## config.mk

```make
export PLATFORM = sky130hd
export DESIGN_NAME = cpu_alu_with_decimal_mode
export DESIGN_NICKNAME = d
export VERILOG_FILES = /design/src/cadm_pkg.sv /design/src/cadm_alu.sv /design/src/cpu_alu_with_decimal_mode.sv
export SDC_FILE = /design/constraint.sdc
export NUM_CORES = 1
export LEC_CHECK = 0
export BUFFER_PORTS_ARGS = -buffer_cell sky130_fd_sc_hd__buf_2
export CAP_MARGIN = 10
export CORE_MARGIN = 1
export CORE_UTILIZATION = 55
export DETAILED_ROUTE_END_ITERATION = 10
export GPL_TIMING_DRIVEN = 1
export PLACE_DENSITY = 0.77
export SLEW_MARGIN = 20
export SYNTH_ARGS = -nofsm -noshare
export SYNTH_HDL_FRONTEND = slang
export SYNTH_HIERARCHICAL = 1
export SYNTH_SLANG_ARGS = --single-unit
```

## constraint.sdc

```tcl
create_clock -name clk_i -period 17.3 [get_ports clk_i]
set_input_delay 5.19 -clock clk_i [delete_from_list [all_inputs] [get_ports clk_i]]
set_output_delay 5.19 -clock clk_i [all_outputs]
set_load 0.005 [all_outputs]
```

## src/cadm_pkg.sv

```systemverilog
// Shared operation codes, item types and constants for the decimal-capable ALU.
`default_nettype none

package cadm_pkg;

  // Operation codes carried in the request's tuser
  typedef enum logic [4:0] {
    OP_ADC = 5'd0,
    OP_AND = 5'd1,
    OP_ASL = 5'd2,
    OP_BIT = 5'd3,
    OP_CMP = 5'd4,
    OP_CPX = 5'd5,
    OP_CPY = 5'd6,
    OP_DEC = 5'd7,
    OP_EOR = 5'd8,
    OP_INC = 5'd9,
    OP_LD  = 5'd10,
    OP_LSR = 5'd11,
    OP_ORA = 5'd12,
    OP_ROL = 5'd13,
    OP_ROR = 5'd14,
    OP_SBC = 5'd15,
    OP_SLO = 5'd16
  } cadm_op_e;

  // Decimal correction constants
  localparam logic [3:0] NibbleMax   = 4'h9;
  localparam logic [3:0] NibbleFix   = 4'h6;
  localparam logic [9:0] DecHighMax  = 10'h09f;
  localparam logic [9:0] DecHighFix  = 10'h060;
  localparam logic [9:0] ByteMax     = 10'h0ff;

  // One operation request
  typedef struct packed {
    logic       decimal_flag;
    logic       overflow_in;
    logic       carry_in;
    logic [7:0] index_y;
    logic [7:0] index_x;
    logic [7:0] accumulator;
    logic [7:0] operand;
    logic [4:0] mode;
  } cadm_req_t;

  // One operation result
  typedef struct packed {
    logic       decimal_cycle;
    logic       negative_out;
    logic       zero_out;
    logic       overflow_out;
    logic       carry_out;
    logic [7:0] result;
  } cadm_rsp_t;

endpackage

`default_nettype wire

```

## src/cadm_alu.sv

```systemverilog
// Combinational ALU function: logic, shift, compare and binary/decimal add and subtract.
`default_nettype none

module cadm_alu
  import cadm_pkg::*;
(
  input  wire cadm_req_t req_i,
  input  wire logic      decimal_support_i,
  output cadm_rsp_t      rsp_o
);

  logic [7:0] op;
  logic [7:0] acc;
  logic       is_sub;
  logic [7:0] addend;
  logic       dec_path;
  logic [8:0] bin_sum;
  logic       bin_ovf;
  logic [4:0] lo_raw;
  logic [5:0] lo_adj;
  logic       half_carry;
  logic [9:0] hi_sum;
  logic [9:0] dec_sum;
  logic [7:0] cmp_reg;
  logic [8:0] diff;
  logic [7:0] res;
  logic [7:0] zsrc;
  logic       nflag;
  logic       cflag;
  logic       vflag;
  logic       dcyc;

  assign op     = req_i.operand;
  assign acc    = req_i.accumulator;
  assign is_sub = (req_i.mode == OP_SBC);
  assign addend = is_sub ? ~op : op;

  // Binary add: 9-bit sum with signed overflow
  assign bin_sum = {1'b0, acc} + {1'b0, addend} + {8'd0, req_i.carry_in};
  assign bin_ovf = ~(acc[7] ^ addend[7]) & (acc[7] ^ bin_sum[7]);

  // Decimal add/subtract: low nibble correction, then high digit correction
  assign lo_raw = {1'b0, acc[3:0]} + {1'b0, addend[3:0]} + {4'd0, req_i.carry_in};

  always_comb begin
    lo_adj     = {1'b0, lo_raw};
    half_carry = 1'b0;
    if (!is_sub) begin
      if (lo_raw > {1'b0, NibbleMax}) begin
        lo_adj = {1'b0, lo_raw} + {2'd0, NibbleFix};
      end
      half_carry = (lo_adj > 6'h0f);
    end else begin
      half_carry = lo_raw[4];
      if (!half_carry) begin
        lo_adj = {1'b0, lo_raw} - {2'd0, NibbleFix};
      end
    end
  end

  assign hi_sum = {2'd0, acc[7:4], 4'd0} + {2'd0, addend[7:4], 4'd0}
                + {5'd0, half_carry, 4'd0} + {6'd0, lo_adj[3:0]};

  always_comb begin
    dec_sum = hi_sum;
    if (!is_sub) begin
      if (hi_sum > DecHighMax) begin
        dec_sum = hi_sum + DecHighFix;
      end
    end else begin
      if (hi_sum <= ByteMax) begin
        dec_sum = hi_sum - DecHighFix;
      end
    end
  end

  // Compare: register minus operand in 9 bits
  always_comb begin
    unique case (req_i.mode)
      OP_CPX:  cmp_reg = req_i.index_x;
      OP_CPY:  cmp_reg = req_i.index_y;
      default: cmp_reg = acc;
    endcase
  end

  assign diff     = {1'b0, cmp_reg} - {1'b0, op};
  assign dec_path = decimal_support_i & req_i.decimal_flag;

  // Select result and flags by operation
  always_comb begin
    res   = op;
    zsrc  = op;
    nflag = op[7];
    cflag = req_i.carry_in;
    vflag = req_i.overflow_in;
    dcyc  = 1'b0;
    unique case (req_i.mode)
      OP_ADC, OP_SBC: begin
        dcyc = dec_path;
        if (dec_path) begin
          res   = dec_sum[7:0];
          cflag = dec_sum[8];
        end else begin
          res   = bin_sum[7:0];
          cflag = bin_sum[8];
          vflag = bin_ovf;
        end
        zsrc  = res;
        nflag = res[7];
      end
      OP_AND: begin
        res   = acc & op;
        zsrc  = res;
        nflag = res[7];
      end
      OP_ASL: begin
        cflag = op[7];
        res   = {op[6:0], 1'b0};
        zsrc  = res;
        nflag = res[7];
      end
      OP_BIT: begin
        res   = acc;
        zsrc  = acc & op;
        nflag = op[7];
        vflag = op[6];
      end
      OP_CMP, OP_CPX, OP_CPY: begin
        cflag = ~diff[8];
        res   = cmp_reg;
        zsrc  = diff[7:0];
        nflag = diff[7];
      end
      OP_DEC: begin
        res   = op - 8'd1;
        zsrc  = res;
        nflag = res[7];
      end
      OP_EOR: begin
        res   = acc ^ op;
        zsrc  = res;
        nflag = res[7];
      end
      OP_INC: begin
        res   = op + 8'd1;
        zsrc  = res;
        nflag = res[7];
      end
      OP_LSR: begin
        cflag = op[0];
        res   = {1'b0, op[7:1]};
        zsrc  = res;
        nflag = 1'b0;
      end
      OP_ORA: begin
        res   = acc | op;
        zsrc  = res;
        nflag = res[7];
      end
      OP_ROL: begin
        cflag = op[7];
        res   = {op[6:0], req_i.carry_in};
        zsrc  = res;
        nflag = res[7];
      end
      OP_ROR: begin
        cflag = op[0];
        res   = {req_i.carry_in, op[7:1]};
        zsrc  = res;
        nflag = res[7];
      end
      OP_SLO: begin
        cflag = op[7];
        res   = acc | {op[6:0], 1'b0};
        zsrc  = res;
        nflag = res[7];
      end
      // Load and unused codes pass the operand
      default: begin
        res   = op;
        zsrc  = op;
        nflag = op[7];
      end
    endcase
  end

  assign rsp_o.result        = res;
  assign rsp_o.carry_out     = cflag;
  assign rsp_o.overflow_out  = vflag;
  assign rsp_o.zero_out      = (zsrc == 8'd0);
  assign rsp_o.negative_out  = nflag;
  assign rsp_o.decimal_cycle = dcyc;

endmodule

`default_nettype wire

```

## src/cpu_alu_with_decimal_mode.sv

```systemverilog
// Top level: request register, ALU function and result register with stream handshakes.
//
// 8-bit processor ALU with optional decimal add and subtract. A request is
// accepted on s_axis when tvalid and tready are high, is captured in an input
// register, passes through the ALU function and lands in the result register,
// so a result passes the request register and then the result register, and
// one request is taken every clock cycle while m_axis keeps up. The request
// register advances when it is empty or the result register is free or being
// drained, so a waiting result stops new requests only once the request
// register also holds one. decimal_support (reset 1) enables the decimal path
// of add and subtract; write it only while no request is in flight.
`default_nettype none

module cpu_alu_with_decimal_mode
  import cadm_pkg::*;
(
  input  wire logic        clk_i,
  input  wire logic        rst_ni,
  // Configuration: decimal_support
  input  wire logic        cfg_we_i,
  input  wire logic        cfg_wdata_i,
  // Request stream
  input  wire logic        s_axis_tvalid,
  output logic             s_axis_tready,
  // tdata: operand[7:0], accumulator[15:8], index_x[23:16], index_y[31:24],
  //        carry_in[32], overflow_in[33], decimal_flag[34], zero[39:35]
  input  wire logic [39:0] s_axis_tdata,
  // tuser: mode[4:0]
  input  wire logic [4:0]  s_axis_tuser,
  // Result stream
  output logic             m_axis_tvalid,
  input  wire logic        m_axis_tready,
  // tdata: result[7:0], carry_out[8], overflow_out[9], zero_out[10],
  //        negative_out[11], decimal_cycle[12], zero[15:13]
  output logic [15:0]      m_axis_tdata
);

  logic      dec_support_q;
  logic      in_valid_q;
  cadm_req_t in_req_q;
  logic      out_valid_q;
  cadm_rsp_t out_rsp_q;
  cadm_rsp_t alu_rsp;
  logic      out_advance;
  logic      in_advance;

  // Hold the configuration register
  always_ff @(posedge clk_i or negedge rst_ni) begin
    if (!rst_ni) begin
      dec_support_q <= 1'b1;
    end else if (cfg_we_i) begin
      dec_support_q <= cfg_wdata_i;
    end
  end

  // Advance when this stage is empty or the stage ahead is free or draining
  assign out_advance   = !out_valid_q || m_axis_tready;
  assign in_advance    = !in_valid_q || out_advance;
  assign s_axis_tready = in_advance;

  // Request register
  always_ff @(posedge clk_i or negedge rst_ni) begin
    if (!rst_ni) begin
      in_valid_q <= 1'b0;
    end else if (in_advance) begin
      in_valid_q <= s_axis_tvalid;
    end
  end

  always_ff @(posedge clk_i) begin
    if (in_advance && s_axis_tvalid) begin
      in_req_q.mode         <= s_axis_tuser;
      in_req_q.operand      <= s_axis_tdata[7:0];
      in_req_q.accumulator  <= s_axis_tdata[15:8];
      in_req_q.index_x      <= s_axis_tdata[23:16];
      in_req_q.index_y      <= s_axis_tdata[31:24];
      in_req_q.carry_in     <= s_axis_tdata[32];
      in_req_q.overflow_in  <= s_axis_tdata[33];
      in_req_q.decimal_flag <= s_axis_tdata[34];
    end
  end

  cadm_alu u_alu (
    .req_i             (in_req_q),
    .decimal_support_i (dec_support_q),
    .rsp_o             (alu_rsp)
  );

  // Result register
  always_ff @(posedge clk_i or negedge rst_ni) begin
    if (!rst_ni) begin
      out_valid_q <= 1'b0;
    end else if (out_advance) begin
      out_valid_q <= in_valid_q;
    end
  end

  always_ff @(posedge clk_i) begin
    if (out_advance && in_valid_q) begin
      out_rsp_q <= alu_rsp;
    end
  end

  assign m_axis_tvalid = out_valid_q;
  assign m_axis_tdata  = {3'd0, out_rsp_q};

endmodule

`default_nettype wire
```

# ---- After elaboration in Yosys (flattened, before gate mapping)
# Index checks and enable logic that the tools add are counted.
dict set report op_classes {
  add_sub_neg 14
  mul 0
  div 0
  n_lt_le_gt_ge 4
  eq_ne 15
  shift 0
  muxes 18
  n_bitwise 11
  reduce_logical 14
}
# cell count
set op_table {}
lappend op_table {{case mux 8 bit (13 select lines)} 1}
lappend op_table {{case mux 8 bit (12 select lines)} 1}
lappend op_table {{== test 5 x 4 -> 1 bit (second input constant)} 7}
lappend op_table {{2-to-1 mux 9 bit} 3}
lappend op_table {{== test 5 x 3 -> 1 bit (second input constant)} 4}
lappend op_table {{adder 8 x 8 -> 9 bit} 2}
lappend op_table {{2-to-1 mux 8 bit} 2}
lappend op_table {{bitwise OR 8 bit} 2}
lappend op_table {{case mux 8 bit (2 select lines)} 1}
lappend op_table {{2-to-1 mux 6 bit} 2}
lappend op_table {{case mux 1 bit (11 select lines)} 1}
lappend op_table {{adder 10 x 4 -> 10 bit} 1}
lappend op_table {{adder 10 x 5 -> 10 bit} 1}
lappend op_table {{== test 5 x 2 -> 1 bit (second input constant)} 2}
lappend op_table {{greater-than comparator 10 x 8 -> 1 bit (second input constant)} 1}
lappend op_table {{less-or-equal comparator 10 x 8 -> 1 bit (second input constant)} 1}
lappend op_table {{adder 9 x 1 -> 9 bit} 1}
lappend op_table {{adder 9 x 7 -> 9 bit (second input constant)} 1}
lappend op_table {{subtractor 8 x 8 -> 9 bit} 1}
lappend op_table {{subtractor 9 x 7 -> 9 bit (second input constant)} 1}
lappend op_table {{adder 8 x 1 -> 8 bit (second input constant)} 1}
lappend op_table {{bitwise AND 8 bit} 1}
lappend op_table {{zero test 8 bit} 1}
lappend op_table {{2-to-1 mux 4 bit} 2}
lappend op_table {{23 further kinds} 35}
dict set report totals {
  regBits 56
  latchBits 0
  ramBits 0
  rom_bits 0
  in_bits 51
  out_inout_bits 18
  word_cells 93
  mem_count 0
}

# ---- Depth between registers and ports, before layout
# Gate-level depths: netlist of run 1.
dict set report depth {
  depth_word 17
  ltp_mapped 23
  depth_no_buf 21
}

# ---- Modules after synthesis
# The synthesis of run 1 kept the hierarchy.
# module instances cells_per_inst area_each_um2 seq_area_each_um2
set by_module_without_submodules {}
lappend by_module_without_submodules {cadm_alu 1 490 3367.0 0.0}
lappend by_module_without_submodules {cpu_alu_with_decimal_mode 1 67 1759.2 1667.8}

# ---- Worst setup path before layout of run 1
# No wires, ideal clock.
dict set report synth_timing {
  kind {input -> output}
  startpoint {input port m_axis_tready}
  endpoint {output port s_axis_tready}
  arrival_ns 5.331
  t_required_ns 12.110
  slack_ns 6.779
  cell_stages 1
  n_path_buf 0
  path_cell_list {nand3b_4}
}
dict set report synth_between {
  elab_chain_len 2
}
# item line
set synth_lines {}
lappend synth_lines {{from (decl)} cpu_alu_with_decimal_mode.sv:32} ;# input wire logic m_axis_tready,
lappend synth_lines {{logical OR 1 bit} cpu_alu_with_decimal_mode.sv:57} ;# assign out_advance = !out_valid_q || m_axis_tready;
lappend synth_lines {{logical OR 1 bit} cpu_alu_with_decimal_mode.sv:58} ;# assign in_advance = !in_valid_q || out_advance;
lappend synth_lines {{to (decl)} cpu_alu_with_decimal_mode.sv:24} ;# output logic s_axis_tready,
# Every way passes these cells.

# ---- Worst setup path after layout of run 1
# Same ends and word-level chain as after synthesis.

==> impl_metrics.csv, run 1 <==
group,metric,value,unit
yosys,ys_ff_latch,56,
cts,cts.clk_slew.worst_paths,0.10,ns
global_route,track_usage,0.311,
sta,drv_slew,0,
global_route,grt_pass1_vias,4319,
yosys,synth_top_family_by_area,"compound AO/OA/AOI/OAI gates",
cts,cts-hold-fix-buffers,0,
outcome,status,"finished with violations",
drt,routed_wl,14800,um
cts,cts_sinks,56,
placement,port_buffers,60,
finish,instances_no_fill,703,
finish,post-route-util,0.619,
cts,root_buffer,"clkbuf_8",
sta,skew,0.00935,ns
worst_hold_path,hold_depth,1,
yosys,synth_most_common_cell,"edfxtp_1",
setup_path,cp_common_cell,"buf_2",
worst_hold_path,hold_class,"reg -> reg",
power,ir_worst_vdd,0.0000424,V
finish,fin_nets,692,
finish,fin_area,5510,um^2
sta,setup_tns,0,ns
sta,fin_ws,6.54,ns
yosys,yosys-top-cells-area,"edfxtp_1 31%, ha_1 9.8%, xnor2_1 4.3%",
placement,hpwl,11000,um
die,start_util,0.577,
setup_path,worst-path-max-fanout,3,
sta,max_slew_margin,0.310,
drt,wl_per_cell,21.1,um
yosys,syn-instance-count,557,
placement,place.gp.congestion,0.939,
setup_path,crit_chain,"buf_2 -> nand3b_4 -> buf_2",
placement,place_ws,6.54,ns
yosys,ys_seq_area_frac,0.325,
drt,dr.pass1.iters,11,
sta,hold_violations,0,
cts,cts_tree,"done",
die,fp.dieW,98.5,um
sta,setup_viol,0,
power,powerDensity,73.6,nW/um^2
yosys,yosys.area.top_type_share,0.310,
yosys,synth_async_sr_flop_share,0.0536,
yosys,synth_compound_area_frac,0.240,
yosys,synthFlopType,"edfxtp_1",
setup_path,critPathCaptureType,"output pin",
yosys,yosys-top-cells-count,"53 x edfxtp_1, 40 x ha_1, 40 x nand2_1",
global_route,grt_first_pass_wirelength,23000,um
placement,place_area,5420,um^2
sta,max_freq,92.9,MHz
yosys,syn_avg_cell_area,9.20,um^2
global_route,gr-total-overflow,0,
sta,rsz0062_at_grt,"false",
finish,drive_gt1_frac,0.153,
die,rows,34,
setup_path,cp.arrival,5.57,ns
drt,ant_nets,0,
cts,insertion_delay,0.32,ns
finish,final.fill_count,791,
yosys,yosys.area_share.xor_xnor,0.0495,
global_route,antenna_found_initial,0,
setup_path,crit_path_max_incr_delay,0.15,ns
sta,fin_crit_sh,0.622,
cts,post_cts_resized,0,
global_route,grt_busiest_layer,"met2",
flow_run,max-cap-violations,0,
sta,period_minus_slack,10.76,ns
drt,via_per_inst,6.58,
sta,worstMarginPinSlew,1.03,ns
finish,antenna_cells,0,
setup_path,crit_slowest_cell,"nand3b_4",
global_route,grt_max_degree,52,
yosys,synth_cell_types,80,
yosys,syn_area,5130,um^2
cts,clockBufferDepth,2,
die,die_area,9710,um^2
setup_path,critical_path_required,12.11,ns
outcome,violations,"design-rule violations",
power,power.leakage,2.23,nW
yosys,synth_edf_count,53,
cts,htree_levels,2,
yosys,synth_mux_area_frac,0.0205,
cts,numCtsBuffers,5,
yosys,synthSimpleGateAreaFrac,0.173,
drt,vias,4627,
drt,drt_iter0_drc,449,
die,die_h,98.5,um
global_route,met1_usage,0.420,
die,ios,69,
setup_path,critPathKind,"in -> out",
drt,drc_errors,2,
yosys,synthAdderAreaFrac,0.125,
setup_path,start_kind,"input port",
die,core,8890,um^2
yosys,yosysWarnings,6,
finish,syn_to_final_growth,7.40,%
placement,dp.cells,695,
global_route,groute.layer.met2.usage,0.517,
setup_path,r2r_cells,22,
cts,post-cts-setup-buffer-count,0,
yosys,yosysTopAreaCell,"edfxtp_1",
global_route,grt_use_met3,0.0397,
[report_power, final]
part	switching, mW	leakage [nW]	internal [mW]
logic	0.0941	1.64	0.0637
clock network	0.0466	0.0456	0.0291
registers	0.0105	0.542	0.161
[metrics by stage]
step / total power [mW] / hold WS [ns]
floorplan: 0.286 / 0.511
global placement: 0.322 / 0.520
detailed placement: 0.328 / 0.537
CTS: 0.403 / 0.561
global route: 0.427 / 0.599
finish: 0.405 / 0.562
[cell families (layout without fill, tap and decap cells)]
group | Yosys count | in the layout
AO/OA/AOI/OAI | 171 | 171
AND/OR/NAND/NOR | 166 | 166
buffers and inverters | 77 | 113
flip-flops | 56 | 56
adder cells (fa/ha/maj) | 47 | 47
XOR/XNOR | 29 | 29
multiplexers | 10 | 10
other | 1 | 3
[area by class of cell]
cell class                      instances  area, um^2  share of cell area
Clock buffer                            6        72.6              0.0132
Inverter                               40         150              0.0273
Tap cell                              108         135              0.0245
Timing Repair Buffer                   65         338              0.0614
Clock inverter                          2        13.8             0.00250
Sequential cell                        56        1670               0.303
Multi-Input combinational cell        426        3130               0.568
[sequential cells by signal, summed over array words and instances (netlist names)]
register       flops
dec_support_q      1
m_axis_tvalid      1
m_axis_tdata      13
in_valid_q         1
in_req_q          40
[path summary, 6_finish.rpt]
kind                                     from                to  slack (ns)
min in group asynchronous              rst_ni     m_axis_tvalid        4.64
worst min register to register     in_valid_q     m_axis_tvalid        0.56
max in group asynchronous              rst_ni     dec_support_q       12.46
worst min-delay path               in_valid_q     m_axis_tvalid        0.56
worst max-delay path            m_axis_tready     s_axis_tready        6.54
worst max register to register    in_req_q[1]  m_axis_tdata[10]       10.97
[routing by layer]
metal	up-vias	wire, um
li1	2156	-
met1	2185	6300
met2	242	7000
met3	44	1100
met4	0	453
met5	-	0
[placed cells by master, fill, tap and decap left out, drive strengths merged, types with 4 or more instances in the layout]
master	count
and3	5
a21oi	30
mux2i	6
fa	7
ha	40
inv	40
mux2	4
and2	5
o22ai	7
clkbuf	6
o31ai	7
xnor2	25
a211oi	11
xor2	4
a221oi	6
o21ai	37
a31oi	7
nand3	7
o211ai	9
nand2b	12
nor4	7
nor2b	8
edfxtp	53
or2	5
nor2	31
buf	65
a211o	10
nand2	40
or3	7
a22oi	9
nor3	24
a221o	7
[critical path, delay by kind of cell]
family | cells | cell delay [ns]
and+or+nand+nor | 1 | 0.15
buffers and inverters | 2 | 0.23
Power figures use the tool's default switching activity.
==> run 2, diff against run 1 <==
--- a/config.mk
+++ b/config.mk
@@ -8,10 +8,10 @@
 export BUFFER_PORTS_ARGS = -buffer_cell sky130_fd_sc_hd__buf_2
 export CAP_MARGIN = 10
 export CORE_MARGIN = 1
-export CORE_UTILIZATION = 55
+export CORE_UTILIZATION = 54
 export DETAILED_ROUTE_END_ITERATION = 10
 export GPL_TIMING_DRIVEN = 1
-export PLACE_DENSITY = 0.77
+export PLACE_DENSITY = 0.78
 export SLEW_MARGIN = 20
 export SYNTH_ARGS = -nofsm -noshare
 export SYNTH_HDL_FRONTEND = slang
==> constraint.sdc (replaced) <==
create_clock -name clk_i -period 8.9 [get_ports clk_i]
set_input_delay 2.67 -clock clk_i [delete_from_list [all_inputs] [get_ports clk_i]]
set_output_delay 2.67 -clock clk_i [all_outputs]
set_load 0.005 [all_outputs]
==> run 2 against run 1 <==
  * The flow now finishes without violations
  * Sequential share of layout area barely moved
  * Critical path depth rose by 18
  * Register-to-register slack got worse by 8.3 ns
  * First-iteration DRC count rose by 13%
  * Non-clock buffer count fell by 1
  * Clock power rose by 85%
  * Critical path type is now reg -> reg
  * Highest routed layer unchanged
==> impl_metrics.csv, run 2 (synthesis results as in run 1) <==
group,metric,value,unit
cts,post-cts-setup-buffer-count,0,
power,power.leakage,2.22,nW
drt,ant_nets,0,
placement,dp.cells,697,
drt,wl_per_cell,20.8,um
die,rows,35,
flow_run,max-cap-violations,0,
cts,insertion_delay,0.32,ns
finish,antenna_cells,0,
global_route,antenna_found_initial,0,
sta,period_minus_slack,6.23,ns
finish,instances_no_fill,705,
global_route,gr-total-overflow,0,
sta,setup_tns,0,ns
finish,final.fill_count,837,
drt,via_per_inst,6.63,
global_route,grt_use_met3,0.0358,
finish,largest-register,"in_req_q",
die,ios,69,
setup_path,start_kind,"flop",
worst_hold_path,hold_class,"reg -> reg",
sta,fin_crit_sh,0.700,
finish,drive_gt1_frac,0.152,
cts,clockBufferDepth,2,
drt,drt_iter0_drc,509,
global_route,grt_max_degree,52,
cts,numCtsBuffers,5,
sta,hold_violations,0,
sta,timing.hold.ws,0.559,ns
global_route,met1_usage,0.383,
global_route,grt_pass1_vias,4328,
sta,skew,0.0188,ns
finish,layout_commonest_cell,"buf_2",
sta,max_slew_margin,0.361,
cts,post_cts_resized,0,
drt,drc_errors,0,
cts,htree_levels,2,
cts,cts-hold-fix-buffers,0,
global_route,track_usage,0.299,
cts,cts_sinks,56,
finish,fin_nets,691,
placement,port_buffers,60,
setup_path,cp.arrival,6.30,ns
finish,mostFrequentLayoutCells,"60 x buf_2, 53 x edfxtp_1, 40 x nand2_1, 40 x ha_1, 38 x inv_1",
setup_path,critPathCaptureType,"flop",
die,start_util,0.557,
die,die_h,99.4,um
global_route,grt_busiest_layer,"met2",
drt,dr.pass1.iters,6,
outcome,status,"finished, final reports clean",
placement,hpwl,11000,um
placement,place.gp.congestion,0.974,
cts,cts.clk_slew.worst_paths,0.11,ns
sta,max_freq,161,MHz
global_route,groute.layer.met2.usage,0.515,
sta,drv_slew,0,
setup_path,critical_path_required,8.97,ns
power,powerDensity,141,nW/um^2
sta,rsz0062_at_grt,"false",
power,ir_worst_vdd,0.0000891,V
die,fp.dieW,99.4,um
drt,routed_wl,14700,um
sta,setup_viol,0,
cts,root_buffer,"clkbuf_8",
global_route,grt_first_pass_wirelength,22600,um
die,die_area,9890,um^2
die,core,9200,um^2
sta,worstMarginPinSlew,0.951,ns
setup_path,worst-path-max-fanout,23,
finish,largest_reg_flops,40,
cts,cts_tree,"done",
setup_path,critPathKind,"reg -> reg",
drt,vias,4672,
finish,syn_to_final_growth,7.30,%
[run 2: changes by cell type in the layout (fill, tap and decap cells not counted)]
cell and change:
inv_6 -1, clkinvlp_4 +1, buf_4 -1
[run 2: per-layer routing]
layer	share of wire	vias up
li1	-	2152
met3	0.075	41
met4	0.033	0
met1	0.40	2232
met5	0	-
met2	0.49	247
[run 2: layout make-up]
class                   instances  area (um^2)  area share
clock buffers                   6         72.6      0.0132
flip-flops and latches         56         1670       0.303
inverters                      40          150      0.0273
clock inverters                 2         12.5     0.00227
repair buffers                 64          330      0.0601
multi-input cells             426         3130       0.569
well taps                     111          139      0.0253
[run 2: final timing paths]
check,from,endpoint,slack [ns],depth (start not counted)
setup / recovery,in_req_q[3],m_axis_tdata[10],2.67,21
hold / removal,in_valid_q,m_axis_tvalid,0.56,1
setup reg to reg,in_req_q[3],m_axis_tdata[10],2.67,21
hold reg to reg,in_valid_q,m_axis_tvalid,0.56,1
max in group asynchronous,rst_ni,dec_support_q,6.57,1
min in group asynchronous,rst_ni,m_axis_tvalid,2.14,1
[run 2: power breakdown]
part | internal (mW) | switching, mW | total, mW
clock network | 0.0553 | 0.0842 | 0.140
registers | 0.313 | 0.0223 | 0.336
logic | 0.123 | 0.177 | 0.300
total | 0.492 | 0.284 | 0.775
[run 2: critical path: stages (launching register included)]
cell	delay, ns
edfxtp_1	0.87
nand3b_1	0.30
nor2_1	0.18
buf_4	0.26
xnor2_1	0.11
fa_1	0.45
fa_1	0.49
xor2_1	0.41
inv_1	0.15
nor2_1	0.15
o31ai_1	0.10
fa_1	0.40
ha_1	0.20
inv_1	0.06
fa_1	0.25
o2111ai_1	0.20
a211oi_1	0.46
a22oi_1	0.18
xnor2_1	0.17
o21ai_1	0.25
a21oi_1	0.10
and4b_1	0.23
[run 2: per-stage QoR]
step                setup WS [ns]   util  instance area [um^2]  total power [mW]
floorplan                    3.42      -                  5130             0.557
global placement             3.00  0.589                  5420             0.624
detailed placement           2.83  0.589                  5420             0.635
CTS                          2.79  0.598                  5500             0.774
global route                 2.33  0.598                  5500             0.817
finish                       2.67  0.598                  5500             0.775
==> run 3, diff against run 2 <==
--- a/config.mk
+++ b/config.mk
@@ -5,13 +5,14 @@
 export SDC_FILE = /design/constraint.sdc
 export NUM_CORES = 1
 export LEC_CHECK = 0
+export ABC_AREA = 1
 export BUFFER_PORTS_ARGS = -buffer_cell sky130_fd_sc_hd__buf_2
 export CAP_MARGIN = 10
 export CORE_MARGIN = 1
-export CORE_UTILIZATION = 54
+export CORE_UTILIZATION = 55
 export DETAILED_ROUTE_END_ITERATION = 10
 export GPL_TIMING_DRIVEN = 1
-export PLACE_DENSITY = 0.78
+export PLACE_DENSITY = 0.77
 export SLEW_MARGIN = 20
 export SYNTH_ARGS = -nofsm -noshare
 export SYNTH_HDL_FRONTEND = slang
==> constraint.sdc (replaced) <==
create_clock -name clk_i -period 5.95 [get_ports clk_i]
set_input_delay 1.785 -clock clk_i [delete_from_list [all_inputs] [get_ports clk_i]]
set_output_delay 1.785 -clock clk_i [all_outputs]
set_load 0.005 [all_outputs]
==> run 3 against run 2 <==
  * Power grew 49%
  * Largest power group unchanged
  * Synthesized area grew 0.12%
  * Cell area grew 1.9%
  * Synthesized cell count grew 25%
  * Routed wire length grew 4.8%
  * Setup slack lost 2.0 ns
  * Critical path depth grew 2
  * Maximum frequency grew 17%
  * Global-route usage grew 3.2 points
  * Die area shrank 1.7%
  * Flip-flop and latch count is the same
==> impl_metrics.csv, run 3 <==
group,metric,value,unit
outcome,status,"finished, final reports clean",
sta,worstMarginPinSlew,0.903,ns
setup_path,start_kind,"flop",
finish,fin_area,5600,um^2
sta,period_minus_slack,5.32,ns
setup_path,critical_path_required,6.13,ns
placement,hpwl,11900,um
yosys,yosys.area.top_type_share,0.310,
setup_path,crit_family,"adder cells",
placement,place.gp.congestion,0.967,
drt,vias,5150,
power,power_frac_clock,0.202,
yosys,synth_compound_area_frac,0.107,
yosys,synth_cell_types,43,
drt,wl_per_cell,17.9,um
cts,cts-hold-fix-buffers,0,
die,die_area,9720,um^2
yosys,synthAdderAreaFrac,0.125,
setup_path,cp.buffers_inverters,2,
setup_path,critPathCaptureType,"flop",
placement,place_area,5490,um^2
die,rows,34,
yosys,yosys-top-cells-count,"178 x nand2_1, 86 x inv_1, 73 x nand3_1",
drt,highest_layer,"met4",
power,power.leakage,2.65,nW
drt,wl_met3,1420,um
setup_path,cp.arrival,5.50,ns
yosys,synth_most_common_cell,"nand2_1",
sta,max_slew_margin,0.396,
die,die_h,98.6,um
setup_path,crit_path_max_incr_delay,0.57,ns
cts,root_buffer,"clkbuf_8",
power,powerDensity,206,nW/um^2
sta,timing.hold.ws,0.489,ns
yosys,syn_area,5130,um^2
power,p_sw,0.445,mW
drt,drt_iter0_drc,571,
finish,mostFrequentLayoutCells,"178 x nand2_1, 86 x inv_1, 73 x nand3_1",
yosys,synth_top_family_by_area,"simple AND/OR/NAND/NOR gates",
yosys,yosysTopAreaCell,"edfxtp_1",
yosys,ys_ff_latch,56,
placement,port_buffers,60,
power,power,1.15,mW
drt,drc_errors,0,
yosys,synthFlopType,"edfxtp_1",
finish,fin_nets,849,
finish,layout_commonest_cell,"nand2_1",
cts,cts_sinks,56,
sta,hold_violations,0,
power,ir_worst_vdd,0.000137,V
die,fp.dieW,98.6,um
cts,insertion_delay,0.32,ns
die,start_util,0.577,
sta,fin_crit_sh,0.895,
global_route,antenna_found_initial,0,
setup_path,critPathKind,"reg -> reg",
finish,largest_reg_flops,40,
yosys,synth_edf_count,53,
drt,wl_met2,6830,um
global_route,gr-total-overflow,0,
placement,dp.cells,851,
finish,syn_to_final_growth,9.19,%
sta,skew,0.0145,ns
sta,max_freq,188,MHz
worst_hold_path,hold_class,"reg -> reg",
flow_run,max-cap-violations,0,
global_route,grt_pass1_vias,4873,
yosys,yosys.area_share.xor_xnor,0.0222,
power,switching_share,0.386,
yosys,syn-instance-count,695,
finish,final.fill_count,843,
setup_path,crit_slowest_cell,"fa_1",
finish,drive_gt1_frac,0.140,
cts,cts.clk_slew.worst_paths,0.12,ns
drt,via_per_inst,5.99,
drt,ant_nets,0,
sta,drv_slew,0,
die,core,8890,um^2
setup_path,crit_chain,"nor2_2 -> nand2_4 -> xor2_1 -> fa_1 -> fa_1 -> xor2_1 -> nand2_1 -> nand3_1 -> o21ai_0 -> fa_1 -> ha_1 -> inv_1 -> fa_1 -> inv_1 -> o21ai_1 -> nand3_1 -> o21ai_0 -> nand2_1 -> nand2_1 -> nand2_1 -> a21oi_1 -> nand3_1 -> nor2_1",
global_route,grt_first_pass_wirelength,24700,um
power,cell_internal_pwr,0.709,mW
power,power_frac_seq,0.433,
yosys,synthSimpleGateAreaFrac,0.327,
yosys,ys_seq_area_frac,0.325,
cts,cts_tree,"done",
yosys,syn_avg_cell_area,7.38,um^2
finish,largest-register,"in_req_q",
cts,numCtsBuffers,5,
sta,setup_tns,0,ns
sta,rsz0062_at_grt,"false",
global_route,track_usage,0.331,
drt,routed_wl,15400,um
setup_path,worst-path-max-fanout,5,
drt,dr.pass1.iters,5,
cts,htree_levels,2,
finish,antenna_cells,0,
yosys,yosys-top-cells-area,"edfxtp_1 31%, nand2_1 13%, ha_1 9.8%",
yosys,yosysWarnings,6,
drt,met1Wirelength,6530,um
cts,clockBufferDepth,2,
finish,instances_no_fill,860,
yosys,synth_async_sr_flop_share,0.0536,
power,pwr-share-comb,0.365,
yosys,synth_mux_area_frac,0,
die,ios,69,
global_route,grt_max_degree,41,
sta,setup_viol,0,
## run 3: changes by cell type after synthesis, sizes merged, moves of 12 or more
| cell | delta |
|---|---|
| nor2 | +44 |
| nand3 | +70 |
| nand4 | +20 |
| inv | +55 |
| nand2 | +141 |
| nor3 | -17 |
| nand2b | -12 |
| xnor2 | -24 |
## run 3: power by group through the flow
stage	clock, mW	combinational (mW)	sequential, mW
CTS	0.239	0.408	0.500
global placement	0	0.393	0.508
global route	0.251	0.473	0.503
finish	0.233	0.421	0.499
detailed placement	0	0.407	0.509
floorplan	0	0.305	0.495
## run 3: path summary, 6_finish.rpt
| kind | start | end | slack, ns | cells after the start |
|---|---|---|---|---|
| min reg2reg | dec_support_q | dec_support_q | 0.49 | 2 |
| min in group asynchronous | rst_ni | in_valid_q | 1.24 | 1 |
| min | dec_support_q | dec_support_q | 0.49 | 2 |
| max in group asynchronous | rst_ni | dec_support_q | 4.52 | 1 |
| max reg2reg | in_req_q[4] | m_axis_tdata[10] | 0.63 | 23 |
| max | in_req_q[4] | m_axis_tdata[10] | 0.63 | 23 |
## run 3: through the flow
stage               utilization  worst slack, ns
floorplan                     -             1.05
global placement          0.618            0.677
detailed placement        0.618            0.576
CTS                       0.629            0.524
global route              0.630            0.136
finish                    0.630            0.626
## run 3: worst register-to-register path, cell delays in order, from the launching register on
cell and delay (ns):
edfxtp_1 0.53, nor2_2 0.28, nand2_4 0.09, xor2_1 0.17
fa_1 0.42, fa_1 0.41, xor2_1 0.20, nand2_1 0.10
nand3_1 0.14, o21ai_0 0.25, fa_1 0.27, ha_1 0.19
inv_1 0.06, fa_1 0.57, inv_1 0.08, o21ai_1 0.26
nand3_1 0.20, o21ai_0 0.19, nand2_1 0.06, nand2_1 0.08
nand2_1 0.07, a21oi_1 0.26, nand3_1 0.13, nor2_1 0.14
## run 3: kinds of logic (layout without fill, tap and decap cells)
| logic type | count (synthesis) | after routing |
|---|---|---|
| adder cells (fa/ha/maj) | 47 | 47 |
| flip-flops | 56 | 56 |
| other | 1 | 3 |
| buffers and inverters | 115 | 170 |
| AO/OA/AOI/OAI | 92 | 92 |
| AND/OR/NAND/NOR | 371 | 371 |
| XOR/XNOR | 13 | 13 |
## run 3: layout make-up
type / count / area (um^2) / share of cell area
timing repair buffer: 66 / 345 / 0.0616
multi-input combinational: 526 / 2990 / 0.534
inverter: 96 / 360 / 0.0643
sequential: 56 / 1670 / 0.298
clock inverter: 3 / 33.8 / 0.00603
clock buffer: 5 / 68.8 / 0.0123
tap: 108 / 135 / 0.0241
## run 3: routing by layer
layer,vias up,GRT usage
li1,2447,-
met3,44,0.0525
met2,321,0.530
met1,2338,0.444
met5,-,0
met4,0,0.152
## run 3: repair_timing
item,CTS,global route
resized for setup,0,0
setup buffers,0,1
endpoints found under the hold margin,0,0
setup endpoints to repair,0,3
